===== src/hw/rtl/cfct_pkg.sv =====
`default_nettype none

package cfct_pkg;

  // Frame layout
  localparam int unsigned FrameLength  = 22;
  localparam int unsigned TagPosition  = 15;
  localparam int unsigned ChannelCount = 2;
  localparam int unsigned ChanW        = 1;
  localparam int unsigned PosW         = 5;
  localparam int unsigned ByteW        = 8;

  // Card ID table, code = table slot + 1
  localparam int unsigned IdCount = 10;
  localparam int unsigned CodeW   = 4;
  localparam logic [ByteW-1:0] CardIds [IdCount] = '{
    8'h11, 8'h12, 8'h13, 8'h14, 8'h21, 8'h22, 8'h23, 8'h31, 8'h32, 8'h33
  };

  // Configuration register map
  localparam int unsigned CfgIdxW = 1;
  localparam logic [CfgIdxW-1:0] CfgHeaderFirst  = 1'b0;
  localparam logic [CfgIdxW-1:0] CfgHeaderSecond = 1'b1;
  localparam logic [ByteW-1:0] HeaderFirstRst  = 8'h04;
  localparam logic [ByteW-1:0] HeaderSecondRst = 8'h16;

  // Outcome of one byte passed from frame check to tag latch
  typedef struct packed {
    logic             done;
    logic             good;
    logic [ByteW-1:0] tag;
  } frame_res_t;

endpackage

`default_nettype wire


===== src/hw/rtl/card_frame_check_and_tag_latch_top.sv =====
// Card frame check and tag latch.
// Input channel (in_valid_i / in_stall_o) carries one received byte per item
// with its reader channel number and an idle flag. Each item gives exactly one
// result item on the output channel (out_valid_o / out_stall_i): the current
// drive code and flags telling whether the byte closed a frame, whether the
// frame was good, and whether a new card tag was recorded.
// Items pass an input register and a result register: a result is shown once its
// item has moved on into the result register and can be taken at the next edge, and one
// item is taken every cycle while the receiver keeps out_stall_i low.
// Per-channel frame state and the tag latch are read and updated in the
// single stage between the two registers, so back-to-back bytes of one
// channel need no bubble.
// When the receiver stalls, the result register holds; the input register
// then fills and in_stall_o rises until the result is taken.
// The header registers are written through cfg_we_i / cfg_idx_i / cfg_data_i;
// write them only while no item is in flight (the block does not enforce this).
// Reset clears both registers' valid flags, all channel counts and checksums,
// the seen-card mask and the drive code, and loads the header defaults.
`default_nettype none

module card_frame_check_and_tag_latch_top
  import cfct_pkg::*;
(
  input  wire logic               clk_i,
  input  wire logic               rst_ni,
  input  wire logic               cfg_we_i,
  input  wire logic [CfgIdxW-1:0] cfg_idx_i,
  input  wire logic [ByteW-1:0]   cfg_data_i,
  input  wire logic               in_valid_i,
  output logic                    in_stall_o,
  input  wire logic [ChanW-1:0]   channel_i,
  input  wire logic [ByteW-1:0]   data_byte_i,
  input  wire logic               frame_end_i,
  output logic                    out_valid_o,
  input  wire logic               out_stall_i,
  output logic [CodeW-1:0]        drive_code_o,
  output logic                    frame_done_o,
  output logic                    frame_good_o,
  output logic                    new_tag_o
);

  logic [ByteW-1:0] hdr_first_q;
  logic [ByteW-1:0] hdr_second_q;

  logic             in_valid_q;
  logic [ChanW-1:0] in_chan_q;
  logic [ByteW-1:0] in_byte_q;
  logic             in_end_q;

  logic             out_valid_q;
  logic [CodeW-1:0] out_code_q;
  logic             out_done_q;
  logic             out_good_q;
  logic             out_new_q;

  logic             advance;
  logic             step;
  logic             in_take;
  frame_res_t       frame_res;
  logic [CodeW-1:0] code;
  logic             fresh;

  // Pipeline moves when the result register is free or being emptied
  assign advance    = !out_valid_q || !out_stall_i;
  assign step       = in_valid_q && advance;
  assign in_stall_o = in_valid_q && !advance;
  assign in_take    = in_valid_i && !in_stall_o;

  // Hold the header registers
  always_ff @(posedge clk_i or negedge rst_ni) begin
    if (!rst_ni) begin
      hdr_first_q  <= HeaderFirstRst;
      hdr_second_q <= HeaderSecondRst;
    end else if (cfg_we_i) begin
      case (cfg_idx_i)
        CfgHeaderFirst:  hdr_first_q  <= cfg_data_i;
        CfgHeaderSecond: hdr_second_q <= cfg_data_i;
        default: ;
      endcase
    end
  end

  // Input register
  always_ff @(posedge clk_i or negedge rst_ni) begin
    if (!rst_ni) begin
      in_valid_q <= 1'b0;
    end else if (advance || !in_valid_q) begin
      in_valid_q <= in_take;
    end
  end

  always_ff @(posedge clk_i) begin
    if (in_take) begin
      in_chan_q <= channel_i;
      in_byte_q <= data_byte_i;
      in_end_q  <= frame_end_i;
    end
  end

  cfct_frame_check u_frame_check (
    .clk_i           (clk_i),
    .rst_ni          (rst_ni),
    .step_i          (step),
    .channel_i       (in_chan_q),
    .data_byte_i     (in_byte_q),
    .frame_end_i     (in_end_q),
    .header_first_i  (hdr_first_q),
    .header_second_i (hdr_second_q),
    .res_o           (frame_res)
  );

  cfct_tag_latch u_tag_latch (
    .clk_i     (clk_i),
    .rst_ni    (rst_ni),
    .step_i    (step),
    .res_i     (frame_res),
    .code_o    (code),
    .new_tag_o (fresh)
  );

  // Result register
  always_ff @(posedge clk_i or negedge rst_ni) begin
    if (!rst_ni) begin
      out_valid_q <= 1'b0;
    end else if (advance) begin
      out_valid_q <= in_valid_q;
    end
  end

  always_ff @(posedge clk_i) begin
    if (step) begin
      out_code_q <= code;
      out_done_q <= frame_res.done;
      out_good_q <= frame_res.good;
      out_new_q  <= fresh;
    end
  end

  assign out_valid_o  = out_valid_q;
  assign drive_code_o = out_code_q;
  assign frame_done_o = out_done_q;
  assign frame_good_o = out_good_q;
  assign new_tag_o    = out_new_q;

endmodule

`default_nettype wire


===== src/hw/rtl/cfct_frame_check.sv =====
`default_nettype none

module cfct_frame_check
  import cfct_pkg::*;
(
  input  wire logic             clk_i,
  input  wire logic             rst_ni,
  input  wire logic             step_i,
  input  wire logic [ChanW-1:0] channel_i,
  input  wire logic [ByteW-1:0] data_byte_i,
  input  wire logic             frame_end_i,
  input  wire logic [ByteW-1:0] header_first_i,
  input  wire logic [ByteW-1:0] header_second_i,
  output frame_res_t            res_o
);

  logic [PosW-1:0]  pos_q [ChannelCount];
  logic [ByteW-1:0] xor_q [ChannelCount];
  logic             hdr_q [ChannelCount];
  logic [ByteW-1:0] tag_q [ChannelCount];

  logic [PosW-1:0]  pos_d;
  logic [ByteW-1:0] xor_d;
  logic             hdr_d;
  logic [ByteW-1:0] tag_d;
  logic             done;
  logic             good;

  // Check the byte against the selected channel's frame state
  always_comb begin
    pos_d = pos_q[channel_i];
    xor_d = xor_q[channel_i];
    hdr_d = hdr_q[channel_i];
    tag_d = tag_q[channel_i];
    done  = 1'b0;
    good  = 1'b0;
    if (pos_q[channel_i] >= PosW'(FrameLength - 1)) begin
      done = 1'b1;
      good = hdr_q[channel_i] && ((~xor_q[channel_i]) == data_byte_i);
    end else begin
      xor_d = xor_q[channel_i] ^ data_byte_i;
      if (pos_q[channel_i] == PosW'(0) && data_byte_i != header_first_i) begin
        hdr_d = 1'b0;
      end
      if (pos_q[channel_i] == PosW'(1) && data_byte_i != header_second_i) begin
        hdr_d = 1'b0;
      end
      if (pos_q[channel_i] == PosW'(TagPosition)) begin
        tag_d = data_byte_i;
      end
      pos_d = pos_q[channel_i] + PosW'(1);
      done  = frame_end_i;
    end
    // Closing a frame restarts the channel
    if (done) begin
      pos_d = '0;
      xor_d = '0;
      hdr_d = 1'b1;
      tag_d = '0;
    end
  end

  assign res_o.done = done;
  assign res_o.good = good;
  assign res_o.tag  = tag_q[channel_i];

  // Advance the channel state on each processed item
  always_ff @(posedge clk_i or negedge rst_ni) begin
    if (!rst_ni) begin
      for (int c = 0; c < ChannelCount; c++) begin
        pos_q[c] <= '0;
        xor_q[c] <= '0;
        hdr_q[c] <= 1'b1;
        tag_q[c] <= '0;
      end
    end else if (step_i) begin
      pos_q[channel_i] <= pos_d;
      xor_q[channel_i] <= xor_d;
      hdr_q[channel_i] <= hdr_d;
      tag_q[channel_i] <= tag_d;
    end
  end

endmodule

`default_nettype wire


===== src/hw/rtl/cfct_tag_latch.sv =====
`default_nettype none

module cfct_tag_latch
  import cfct_pkg::*;
(
  input  wire logic             clk_i,
  input  wire logic             rst_ni,
  input  wire logic             step_i,
  input  wire frame_res_t       res_i,
  output logic [CodeW-1:0]      code_o,
  output logic                  new_tag_o
);

  logic [IdCount-1:0] seen_q;
  logic [IdCount-1:0] seen_d;
  logic [CodeW-1:0]   code_q;
  logic [CodeW-1:0]   code_d;
  logic [IdCount-1:0] hit;
  logic [CodeW-1:0]   hit_code;
  logic               fresh;

  // Look up the tag in the card table
  always_comb begin
    hit      = '0;
    hit_code = '0;
    for (int i = 0; i < IdCount; i++) begin
      if (res_i.tag == CardIds[i]) begin
        hit[i]   = 1'b1;
        hit_code = CodeW'(i + 1);
      end
    end
  end

  // Record an unseen card from a good frame
  always_comb begin
    fresh  = res_i.done && res_i.good && (|(hit & ~seen_q));
    seen_d = seen_q;
    code_d = code_q;
    if (fresh) begin
      seen_d = seen_q | hit;
      code_d = hit_code;
    end
  end

  assign code_o    = code_d;
  assign new_tag_o = fresh;

  always_ff @(posedge clk_i or negedge rst_ni) begin
    if (!rst_ni) begin
      seen_q <= '0;
      code_q <= '0;
    end else if (step_i) begin
      seen_q <= seen_d;
      code_q <= code_d;
    end
  end

endmodule

`default_nettype wire


===== config.mk =====
export PLATFORM = sky130hd
export DESIGN_NAME = card_frame_check_and_tag_latch_top
export DESIGN_NICKNAME = d
export VERILOG_FILES = /design/src/hw/rtl/cfct_pkg.sv /design/src/hw/rtl/card_frame_check_and_tag_latch_top.sv /design/src/hw/rtl/cfct_frame_check.sv /design/src/hw/rtl/cfct_tag_latch.sv
export SDC_FILE = /design/constraint.sdc
export NUM_CORES = 1
export LEC_CHECK = 0
export ABC_AREA = 1
export BUFFER_PORTS_ARGS = -buffer_cell sky130_fd_sc_hd__buf_2
export CELL_PAD_IN_SITES_DETAIL_PLACEMENT = 1
export CELL_PAD_IN_SITES_GLOBAL_PLACEMENT = 1
export CORE_MARGIN = 8
export CORE_UTILIZATION = 45
export DETAILED_ROUTE_END_ITERATION = 12
export PLACE_DENSITY = 0.82
export SETUP_SLACK_MARGIN = 0.3
export SYNTH_ARGS = -nofsm -noshare
export SYNTH_HDL_FRONTEND = slang
export SYNTH_SLANG_ARGS = --single-unit

===== constraint.sdc =====
create_clock -name clk_i -period 3.6 [get_ports clk_i]
set_clock_uncertainty 0.15 [all_clocks]
set_input_delay 0.18 -clock clk_i [delete_from_list [all_inputs] [get_ports clk_i]]
set_output_delay 0.18 -clock clk_i [all_outputs]
set_load 0.1 [all_outputs]

==> results of run 1 <==
-- registers in the layout, indices dropped and copies added (netlist names), 2 cells and up --
name / count
hdr_first_q: 8
drive_code_o: 4
u_frame_check.pos_q: 10
u_tag_latch.seen_q: 10
u_frame_check.tag_q: 16
u_frame_check.hdr_q: 2
in_byte_q: 8
u_tag_latch.code_q: 4
hdr_second_q: 8
u_frame_check.xor_q: 16
-- cell families (layout without fill, tap and decap cells) --
logic type               after synthesis  in the layout
AND/OR/NAND/NOR                      323            323
buffers and inverters                 99            152
flip-flops                            93             93
AO/OA/AOI/OAI                         91             91
XOR/XNOR                               8              8
adder cells (fa/ha/maj)                4              4
multiplexers                           1              1
-- area by class of cell --
type / instances / area (um^2) / share of cell area (%)
multi-input cells: 427 / 2110 / 37.3
clock inverters: 6 / 86.3 / 1.53
flip-flops and latches: 93 / 2420 / 42.9
well taps: 140 / 175 / 3.10
inverters: 79 / 304 / 5.38
clock buffers: 10 / 138 / 2.44
repair buffers: 57 / 415 / 7.36
-- per-stage QoR --
stage                     total power [W]  util (%)  hold slack, ns  setup slack, ns
final                             0.00289      52.3           0.243            0.862
after global routing              0.00308      52.3           0.276            0.638
after CTS                         0.00292      52.3           0.218            0.886
after detailed placement          0.00210      48.3           0.209            0.910
after global placement            0.00206      48.3           0.207             1.04
after floorplan                   0.00190         -          -0.266            0.331
-- repair_timing --
action,in CTS,in global routing
setup buffers,0,0
hold endpoints to repair,98,0
hold buffers,21,0
-- how the worst max path moves through the flow --
| stage | end | slack (ns) | cells after the start | start |
|---|---|---|---|---|
| after floorplan | in_byte_q[0]$_DFFE_PP_ | 0.33 | 5 | out_valid_o$_DFFE_PN0P_ |
| after global placement | u_frame_check.tag_q[7]$_DFFE_PN0P_ | 1.04 | 11 | in_chan_q$_DFFE_PP_ |
| after detailed placement | u_frame_check.xor_q[11]$_DFFE_PN0P_ | 0.91 | 12 | in_chan_q$_DFFE_PP_ |
| after CTS | u_frame_check.xor_q[11]$_DFFE_PN0P_ | 0.89 | 12 | in_chan_q$_DFFE_PP_ |
| after global routing | u_frame_check.xor_q[11]$_DFFE_PN0P_ | 0.64 | 12 | in_chan_q$_DFFE_PP_ |
| final | u_frame_check.xor_q[11]$_DFFE_PN0P_ | 0.86 | 12 | in_chan_q$_DFFE_PP_ |
-- synthesized netlist by cell type (10+ instances only) --
cell	number
inv_1	75
nor2_1	23
clkbuf_1	11
o21ai_2	11
edfxtp_1	17
nand2_2	14
dfrtp_1	70
o21ai_0	52
nand3_1	25
nand4_1	16
nand2_1	221
o21ai_1	10
-- layer usage --
| metal | up-vias | wire length, um | part of all wire, % | GRT usage [%] |
|---|---|---|---|---|
| met5 | - | 0 | 0 | 0 |
| met2 | 51 | 6400 | 50 | 32.6 |
| met4 | 0 | 244 | 1.9 | 7.57 |
| li1 | 2052 | - | - | - |
| met1 | 2018 | 5880 | 46 | 23.2 |
| met3 | 17 | 255 | 2.0 | 2.70 |
-- where the power goes --
group          leakage [nW]  switching (W)  internal, W
clock                 0.114       0.000389     0.000409
combinational          1.50       0.000519     0.000238
sequential             1.10      0.0000904      0.00125
total                  2.71       0.000999      0.00190
-- worst register-to-register path, cell delays in order, from the launching register on --
cell	delay, ns
edfxtp_1	0.43
buf_12	0.21
o21ai_2	0.22
inv_1	0.11
ha_1	0.20
nand3b_1	0.16
nand2_1	0.08
a21oi_2	0.08
nor2_4	0.37
inv_2	0.23
nor2_1	0.23
nand2_1	0.09
o21ai_0	0.10
==> out/metrics.cfg, run 1 <==
[worst_setup_path]
path_cells = buf_12, o21ai_2, inv_1, ha_1, nand3b_1, nand2_1, a21oi_2, nor2_4, inv_2, nor2_1, nand2_1, o21ai_0
r2r_end = u_frame_check.xor_q[11]$_DFFE_PN0P_
critPathCaptureType = flip-flop
cp.arrival_ns = 2.88
critPathLaunchType = flip-flop
cp_max_fo = 43
crit_family = simple AND/OR/NAND/NOR gates
rr_worst_depth = 12
cp_slowest_stage_delay_ns = 0.43
crit_top_cell = nand2_1
path_buf_inv = 3
required_ns = 3.74
r2r_start = in_chan_q$_DFFE_PP_
cp_slowest_cell = edfxtp_1
r2r_slack_ns = 0.86
crit_type = flip-flop to flip-flop

[placement]
postPlaceCellArea_um2 = 5210
gp_congestion = 0.823
dpl.hpwl_mm = 9.05
port_buffers = 32
dp_cells = 775

[outcome]
outcome = completed

[global_routing]
antenna_found_initial = 0
grt_pass1_wl_mm = 22.1
grt-ovfl-total = 0
grt_pass1_vias = 4483
grt_max_degree = 77
grt_usage_pct = 18.9

[worst_hold_path]
holdPathStages = 4
hold_end = hdr_first_q[2]$_DFFE_PN1P_
timing.hold.worst.start = cfg_we_i
min_path_type = input port to flip-flop

[finish]
syn2layout_area_growth_pct = 13.6
antenna_cells = 0
stdcell_count = 812
fillers = 1323
design_area_um2 = 5650
drive_gt1_share_pct = 16.8
mostFrequentLayoutCell = nand2_1
final_cell_mix = nand2_1, inv_1, dfrtp_1
nets = 695

[clock_network]
clk_latency_ns = 0.38
clock-sinks = 93
cts_made_buffers = 9
htreeDepth = 3
cts_tree = yes
cts_buffer_depth = 2
cts_resized = 0
path_clk_slew_ns = 0.09
cts_root_buf = clkbuf_8

[yosys]
yosysTopAreaCell = dfrtp_1
ys_seq_area_share_pct = 48.7
yosys_warnings = 0
async_flop_share_pct = 81.7
syn-mean-instance-area_um2 = 8.03
synth.area.top_cells = dfrtp_1, nand2_1, edfxtp_1
synth_xor_area_share_pct = 1.41
ys_ff_latch = 93
yosys.area_share.adder_pct = 1.01
ys.flop_type = dfrtp_1
synthDominantCellAreaShare_pct = 35.2
ys_types = 39
synth_edf_count = 17
muxShareOfSynthArea_pct = 0.277
syn_nets = 647
yosys.area_share.simple_pct = 28.7
synth-compound-area-share_pct = 10.9
synth_top_family_by_area = simple AND/OR/NAND/NOR gates
postSynthCellCount = 619
syn_area_um2 = 4970

[timing]
period_minus_slack_ns = 2.74
tightest_slew_ns = 1.00
finalMaxSlewViolations = 0
setup_viol = 0
final-hold-violation-count = 0
grt_setup_unrepaired = false
finalCritPeriodShare_pct = 76.1
setup-tns-final_ns = 0
max_clock_freq_ghz = 0.365
timing.slew.headroom_pct = 33.0

[route]
finalWirelength_mm = 12.8
wl_per_cell_um = 15.7
ant_nets = 0
drt_first_pass_iters = 4
vias = 4138
route.detailed.drc = 0
routed_via_density = 5.10
drtIter0Drc = 211

[job]
max_cap_violations = 0

[floorplanning]
dieHeight_um = 121
die_w_um = 121
ios = 33
num_rows = 38
die_area_um2 = 14700
initial_core_util_pct = 46.0
core_area_um2 = 10800

[power_and_ir_drop]
ir_drop_v = 0.000268
power.density_nw_per_um2 = 513
p_leak_nw = 2.71

Power figures use the tool's default switching activity.
==> run 2: changes to the inputs <==
Clock period 3.6 ns to 2.87 ns, I/O delays scaled along.
==> out/metrics.cfg, run 2 (synthesis results as in run 1) <==
[outcome]
outcome = completed  ; unchanged

[clock_network]
cts_made_buffers = 9  ; unchanged
clk_latency_ns = 0.37  ; was 0.38 ns
cts_root_buf = clkbuf_8  ; unchanged
htreeDepth = 3  ; unchanged
cts_buffer_depth = 2  ; unchanged
cts_tree = yes  ; unchanged
clock-sinks = 93  ; unchanged
path_clk_slew_ns = 0.10  ; was 0.09 ns

[worst_setup_path]
cp_max_fo = 9  ; was 43
cp_slowest_cell = edfxtp_1  ; unchanged
required_ns = 3.03  ; was 3.74 ns
critPathCaptureType = flip-flop  ; unchanged
crit_family = simple AND/OR/NAND/NOR gates  ; unchanged
cp_slowest_stage_delay_ns = 0.43  ; about the same
path_buf_inv = 3  ; unchanged
cp.arrival_ns = 2.59  ; was 2.88 ns
path_cells = buf_4, o21ai_2, ha_1, nand3b_1, nand2_1, a21oi_4, inv_2, nor2_4, nand3_4, buf_4, o21ai_2  ; was buf_12, o21ai_2, inv_1, ha_1, nand3b_1, nand2_1, a21oi_2, nor2_4, inv_2, nor2_1, nand2_1, o21ai_0
critPathLaunchType = flip-flop  ; unchanged
crit_type = flip-flop to flip-flop  ; unchanged

[timing]
finalCritPeriodShare_pct = 84.9  ; was 76.1%
setup-tns-final_ns = 0  ; unchanged
grt_setup_unrepaired = false  ; unchanged
setup_viol = 0  ; unchanged
tightest_slew_ns = 1.01  ; was 1.00 ns
timing.slew.headroom_pct = 32.5  ; was 33.0%
final-hold-violation-count = 0  ; unchanged
finalMaxSlewViolations = 0  ; unchanged
max_clock_freq_ghz = 0.410  ; was 0.365 GHz
period_minus_slack_ns = 2.44  ; was 2.74 ns
worst_slack_ns = 0.434  ; was 0.862 ns

[route]
route.detailed.drc = 0  ; unchanged
vias = 4270  ; was 4,138
routed_via_density = 5.13  ; was 5.10
top_layer = met4  ; unchanged
wl_met2_mm = 6.94  ; was 6.40 mm
finalWirelength_mm = 13.4  ; was 12.8 mm
drtIter0Drc = 226  ; was 211
drt_first_pass_iters = 4  ; unchanged
routed-wl-met3_um = 298  ; was 255 um
drt-met1-wl_mm = 5.93  ; was 5.88 mm
ant_nets = 0  ; unchanged
wl_per_cell_um = 16.1  ; was 15.7 um

[finish]
drive_gt1_share_pct = 19.7  ; was 16.8%
final_cell_mix = nand2_1, inv_1, dfrtp_1  ; unchanged
nets = 715  ; was 695
utilization_pct = 54.0  ; was 52.3%
mostFrequentLayoutCell = nand2_1  ; unchanged
design_area_um2 = 5820  ; was 5650 um^2
stdcell_count = 832  ; was 812
syn2layout_area_growth_pct = 17.2  ; was 13.6%
fillers = 1325  ; was 1,323
antenna_cells = 0  ; unchanged
reg.largest.list = u_frame_check.tag_q: 16 flops, u_frame_check.xor_q: 16 flops  ; unchanged

[global_routing]
grt-ovfl-total = 0  ; unchanged
antenna_found_initial = 0  ; unchanged
grt_max_degree = 77  ; unchanged
grt_pass1_vias = 4671  ; was 4,483
grt_pass1_wl_mm = 22.7  ; was 22.1 mm
grt_usage_pct = 19.2  ; was 18.9%

[power_and_ir_drop]
p_leak_nw = 2.79  ; was 2.71 nW
power.density_nw_per_um2 = 621  ; was 513 nW/um^2
ir_drop_v = 0.000295  ; was 0.000268 V

[placement]
dp_cells = 780  ; was 775
dp_slack_ns = 0.257  ; was 0.910 ns
port_buffers = 32  ; unchanged
postPlaceCellArea_um2 = 5250  ; was 5210 um^2
dpl.hpwl_mm = 9.11  ; was 9.05 mm
gp_congestion = 0.774  ; was 0.823

[floorplanning]
ios = 33  ; unchanged
die_area_um2 = 14700  ; unchanged
dieHeight_um = 121  ; unchanged
die_w_um = 121  ; unchanged
core_area_um2 = 10800  ; unchanged
num_rows = 38  ; unchanged
initial_core_util_pct = 46.0  ; unchanged

[job]
max_cap_violations = 0  ; unchanged

[worst_hold_path]
min_path_type = input port to flip-flop  ; unchanged

run 2: changes by cell type in the layout (fill, tap and decap cells not counted), moves of 2 or more:
cell,previous run,this run
nor2_4,6,9
clkinvlp_4,0,3
nor2_2,7,5
buf_4,4,23
o21ai_0,52,50
o21ai_1,10,12
run 2: metal layers:
metal / vias to the layer above / track usage, %
met5: - / 0
met4: 0 / 6.01
met3: 21 / 4.00
met2: 49 / 34.2
met1: 2108 / 22.7
li1: 2092 / -
run 2: power breakdown:
part,internal [W],total [W],switching (W)
Combinational,0.000323,0.00101,0.000687
Clock,0.000429,0.000919,0.000490
Sequential,0.00157,0.00169,0.000118
run 2: cell type report:
type | instances | area [um^2] | share of cell area [%]
Multi-Input combinational cell | 427 | 2150 | 36.9
Inverter | 79 | 307 | 5.26
Clock buffer | 11 | 141 | 2.43
Timing Repair Buffer | 77 | 569 | 9.77
Sequential cell | 93 | 2420 | 41.5
Tap cell | 140 | 175 | 3.01
Clock inverter | 5 | 61.3 | 1.05
run 2: final timing paths:
kind                                                        to  slack, ns                              start  cells past startpoint
setup / recovery             u_tag_latch.seen_q[7]$_DFFE_PN0P_       0.43                in_chan_q$_DFFE_PP_                     11
setup reg to reg             u_tag_latch.seen_q[7]$_DFFE_PN0P_       0.43                in_chan_q$_DFFE_PP_                     11
hold / removal                     hdr_second_q[1]$_DFFE_PN1P_       0.21                           cfg_we_i                      4
min in group asynchronous  u_frame_check.tag_q[15]$_DFFE_PN0P_       0.34                             rst_ni                      2
hold reg to reg              u_tag_latch.seen_q[0]$_DFFE_PN0P_       0.31  u_tag_latch.seen_q[0]$_DFFE_PN0P_                      2
max in group asynchronous               in_valid_q$_DFFE_PN0N_       1.57                             rst_ni                      2
run 2: timing repair:
item	CTS	global route
setup buffers	2	13
resized for setup	0	11
setup endpoints to repair	14	39
pin swaps	0	4
hold buffers	21	0
gates cloned	0	0
hold endpoints to repair	98	0
run 2: metrics by stage:
stage               hold slack (ns)  power [W]
finish                        0.214    0.00361
global placement              0.169    0.00259
floorplan                    -0.302    0.00239
detailed placement            0.172    0.00265
global route                  0.273    0.00383
CTS                           0.207    0.00359
run 2: worst reg2reg max path, cell delays in order (launching register included):
cell and delay (ns):
edfxtp_1 0.43, buf_4 0.19, o21ai_2 0.20, ha_1 0.20, nand3b_1 0.12, nand2_1 0.10, a21oi_4 0.22, inv_2 0.12
nor2_4 0.20, nand3_4 0.17, buf_4 0.18, o21ai_2 0.10
==> run 3: changes to the inputs <==
Clock period 2.87 ns to 2.27 ns, I/O delays scaled along.
==> out/metrics.cfg, run 3 (synthesis results as in run 1) <==
[clock_network]
cts_buffer_depth = 2  ; unchanged
cts_tree = yes  ; unchanged
clock-sinks = 93  ; unchanged
htreeDepth = 3  ; unchanged
cts_root_buf = clkbuf_8  ; unchanged
clk_latency_ns = 0.37  ; about the same
cts_made_buffers = 9  ; unchanged
path_clk_slew_ns = 0.09  ; was 0.10 ns

[timing]
setup_viol = 62  ; was 0
grt_setup_unrepaired = true  ; was false
period_minus_slack_ns = 2.43  ; was 2.44 ns
tightest_slew_ns = 0.608  ; was 1.01 ns
max_clock_freq_ghz = 0.412  ; was 0.410 GHz
final-hold-violation-count = 0  ; unchanged
finalCritPeriodShare_pct = 107  ; was 84.9%
timing.slew.headroom_pct = 59.4  ; was 32.5%
finalMaxSlewViolations = 0  ; unchanged
worst_slack_ns = -0.159  ; was 0.434 ns

[global_routing]
grt-ovfl-total = 0  ; unchanged
grt_pass1_wl_mm = 24.7  ; was 22.7 mm
antenna_found_initial = 0  ; unchanged
grt_usage_pct = 21.3  ; was 19.2%
grt_pass1_vias = 4903  ; was 4,671
grt_max_degree = 40  ; was 77

[power_and_ir_drop]
power.net_switching_w = 0.00175  ; was 0.00130 W
ir_drop_v = 0.000361  ; was 0.000295 V
pwr-share-comb_pct = 31.4  ; was 27.9%
swShare_pct = 35.9  ; was 35.8%
intPower_w = 0.00313  ; was 0.00232 W
seqPwrFrac_pct = 43.9  ; was 46.6%
total_power_w = 0.00488  ; was 0.00361 W
pwr-share-clk_pct = 24.7  ; was 25.4%
power.density_nw_per_um2 = 790  ; was 621 nW/um^2
p_leak_nw = 2.93  ; was 2.79 nW

[job]
max_cap_violations = 0  ; unchanged

[worst_setup_path]
r2r_start = in_chan_q$_DFFE_PP_  ; unchanged
required_ns = 2.41  ; was 3.03 ns
path_cells = buf_12, o21ai_4, inv_2, ha_4, nand3b_1, nand2_1, a21oi_2, buf_4, nor2_4, buf_12, buf_6, nand4_1, o21ai_2  ; was buf_4, o21ai_2, ha_1, nand3b_1, nand2_1, a21oi_4, inv_2, nor2_4, nand3_4, buf_4, o21ai_2
worst-path-stages = 13  ; was 11
r2r_slack_ns = -0.16  ; was 0.43 ns
critPathCaptureType = flip-flop  ; unchanged
path_buf_inv = 5  ; was 3
r2r_end = u_frame_check.tag_q[8]$_DFFE_PN0P_  ; was u_tag_latch.seen_q[7]$_DFFE_PN0P_
crit_type = flip-flop to flip-flop  ; unchanged
crit_family = buffers and inverters  ; was simple AND/OR/NAND/NOR gates
critPathLaunchType = flip-flop  ; unchanged
cp_slowest_stage_delay_ns = 0.48  ; was 0.43 ns
crit_top_cell = buf_12
cp_slowest_cell = edfxtp_1  ; unchanged
cp_max_fo = 9  ; unchanged
rr_worst_depth = 13  ; was 11
cp.arrival_ns = 2.57  ; was 2.59 ns

[route]
route.detailed.drc = 0  ; unchanged
routed-wl-met3_um = 404  ; was 298 um
drt-met1-wl_mm = 6.27  ; was 5.93 mm
routed_via_density = 5.23  ; was 5.13
wl_met2_mm = 7.96  ; was 6.94 mm
drt_first_pass_iters = 4  ; unchanged
ant_nets = 0  ; unchanged
top_layer = met4  ; unchanged
vias = 4419  ; was 4,270
drtIter0Drc = 197  ; was 226
wl_per_cell_um = 17.8  ; was 16.1 um
finalWirelength_mm = 15.0  ; was 13.4 mm

[floorplanning]
initial_core_util_pct = 46.0  ; unchanged
die_w_um = 121  ; unchanged
dieHeight_um = 121  ; unchanged
die_area_um2 = 14700  ; unchanged
num_rows = 38  ; unchanged
core_area_um2 = 10800  ; unchanged
ios = 33  ; unchanged

[placement]
port_buffers = 32  ; unchanged
gp_congestion = 0.868  ; was 0.774
dpl.hpwl_mm = 9.95  ; was 9.11 mm
dp_slack_ns = -0.109  ; was 0.257 ns

[finish]
nets = 728  ; was 715
final_cell_mix = nand2_1, inv_1, dfrtp_1  ; unchanged
syn2layout_area_growth_pct = 24.3  ; was 17.2%
drive_gt1_share_pct = 25.7  ; was 19.7%
reg.largest.list = u_frame_check.tag_q: 16 flops, u_frame_check.xor_q: 16 flops  ; unchanged
antenna_cells = 0  ; unchanged
fillers = 1289  ; was 1,325
mostFrequentLayoutCell = nand2_1  ; unchanged

[outcome]
outcome = finished with violations  ; was completed
violations = setup timing

[worst_hold_path]
min_path_type = input port to async pin  ; was input port to flip-flop

==> run 3: cell types whose count changed in the layout (fill, tap and decap cells not counted), sizes merged <==
cell	before	now
buf	56	67
bufbuf	0	1
bufinv	1	2
clkinv	1	3
clkinvlp	3	1
dlygate4sd3	21	22
inv	79	78
==> run 3: per-layer routing <==
metal | GRT usage (%) | up-vias
li1 | - | 2125
met1 | 24.6 | 2194
met2 | 38.5 | 72
met3 | 3.49 | 28
met4 | 8.35 | 0
met5 | 0 | -
==> run 3: area by class of cell <==
class                   instances  area, um^2  area share [%]
multi-input cells             427        2300            37.3
repair buffers                 90         756            12.2
flip-flops and latches         93        2420            39.2
clock inverters                 5        75.1            1.21
clock buffers                  11         131            2.13
well taps                     140         175            2.83
inverters                      79         317            5.12
==> run 3: worst max-delay path by stage <==
stage	startpoint	slack, ns	endpoint
final	in_chan_q$_DFFE_PP_	-0.16	u_frame_check.tag_q[8]$_DFFE_PN0P_
after global routing	in_chan_q$_DFFE_PP_	-0.28	u_frame_check.tag_q[6]$_DFFE_PN0P_
after CTS	in_chan_q$_DFFE_PP_	-0.05	u_frame_check.tag_q[14]$_DFFE_PN0P_
after detailed placement	in_chan_q$_DFFE_PP_	-0.11	u_frame_check.tag_q[8]$_DFFE_PN0P_
after global placement	in_chan_q$_DFFE_PP_	0.02	drive_code_o[3]$_DFFE_PP_
after floorplan	in_chan_q$_DFFE_PP_	0.12	u_frame_check.xor_q[13]$_DFFE_PN0P_
==> run 3: power by group through the flow <==
stage,clock network (W),logic [W],registers [W]
finish,0.00121,0.00153,0.00215
detailed placement,0,0.00130,0.00217
CTS,0.00123,0.00147,0.00214
global placement,0,0.00122,0.00215
global route,0.00129,0.00169,0.00218
floorplan,0,0.000882,0.00220
==> run 3: worst register-to-register path: stages, from the launching register on <==
cell and delay (ns):
edfxtp_1 0.48, buf_12 0.20, o21ai_4 0.17, inv_2 0.09, ha_4 0.17, nand3b_1 0.16
nand2_1 0.10, a21oi_2 0.08, buf_4 0.16, nor2_4 0.12, buf_12 0.14, buf_6 0.13
nand4_1 0.13, o21ai_2 0.09
==> run 3: timing repair <==
action                     in CTS  in global routing
hold buffers                   22                  0
setup buffers                   9                  1
hold endpoints to repair       86                  0
resized for setup              35                 22
setup endpoints to repair      65                 65
pin swaps                       6                  3
cloned                          2                  0
==> run 3: through the flow <==
step                      hold slack (ns)  cell area, um^2  TNS (ns)  std cells  util, %
after detailed placement          -0.0118             5490     -2.04        795     50.9
after CTS                           0.137             6130    -0.619        844     56.8
after floorplan                    -0.332             5090         0        619        -
final                               0.120             6180     -5.98        845     57.3
after global placement            -0.0198             5490         0        795     50.9
after global routing                0.176             6180    -13.96        845     57.3
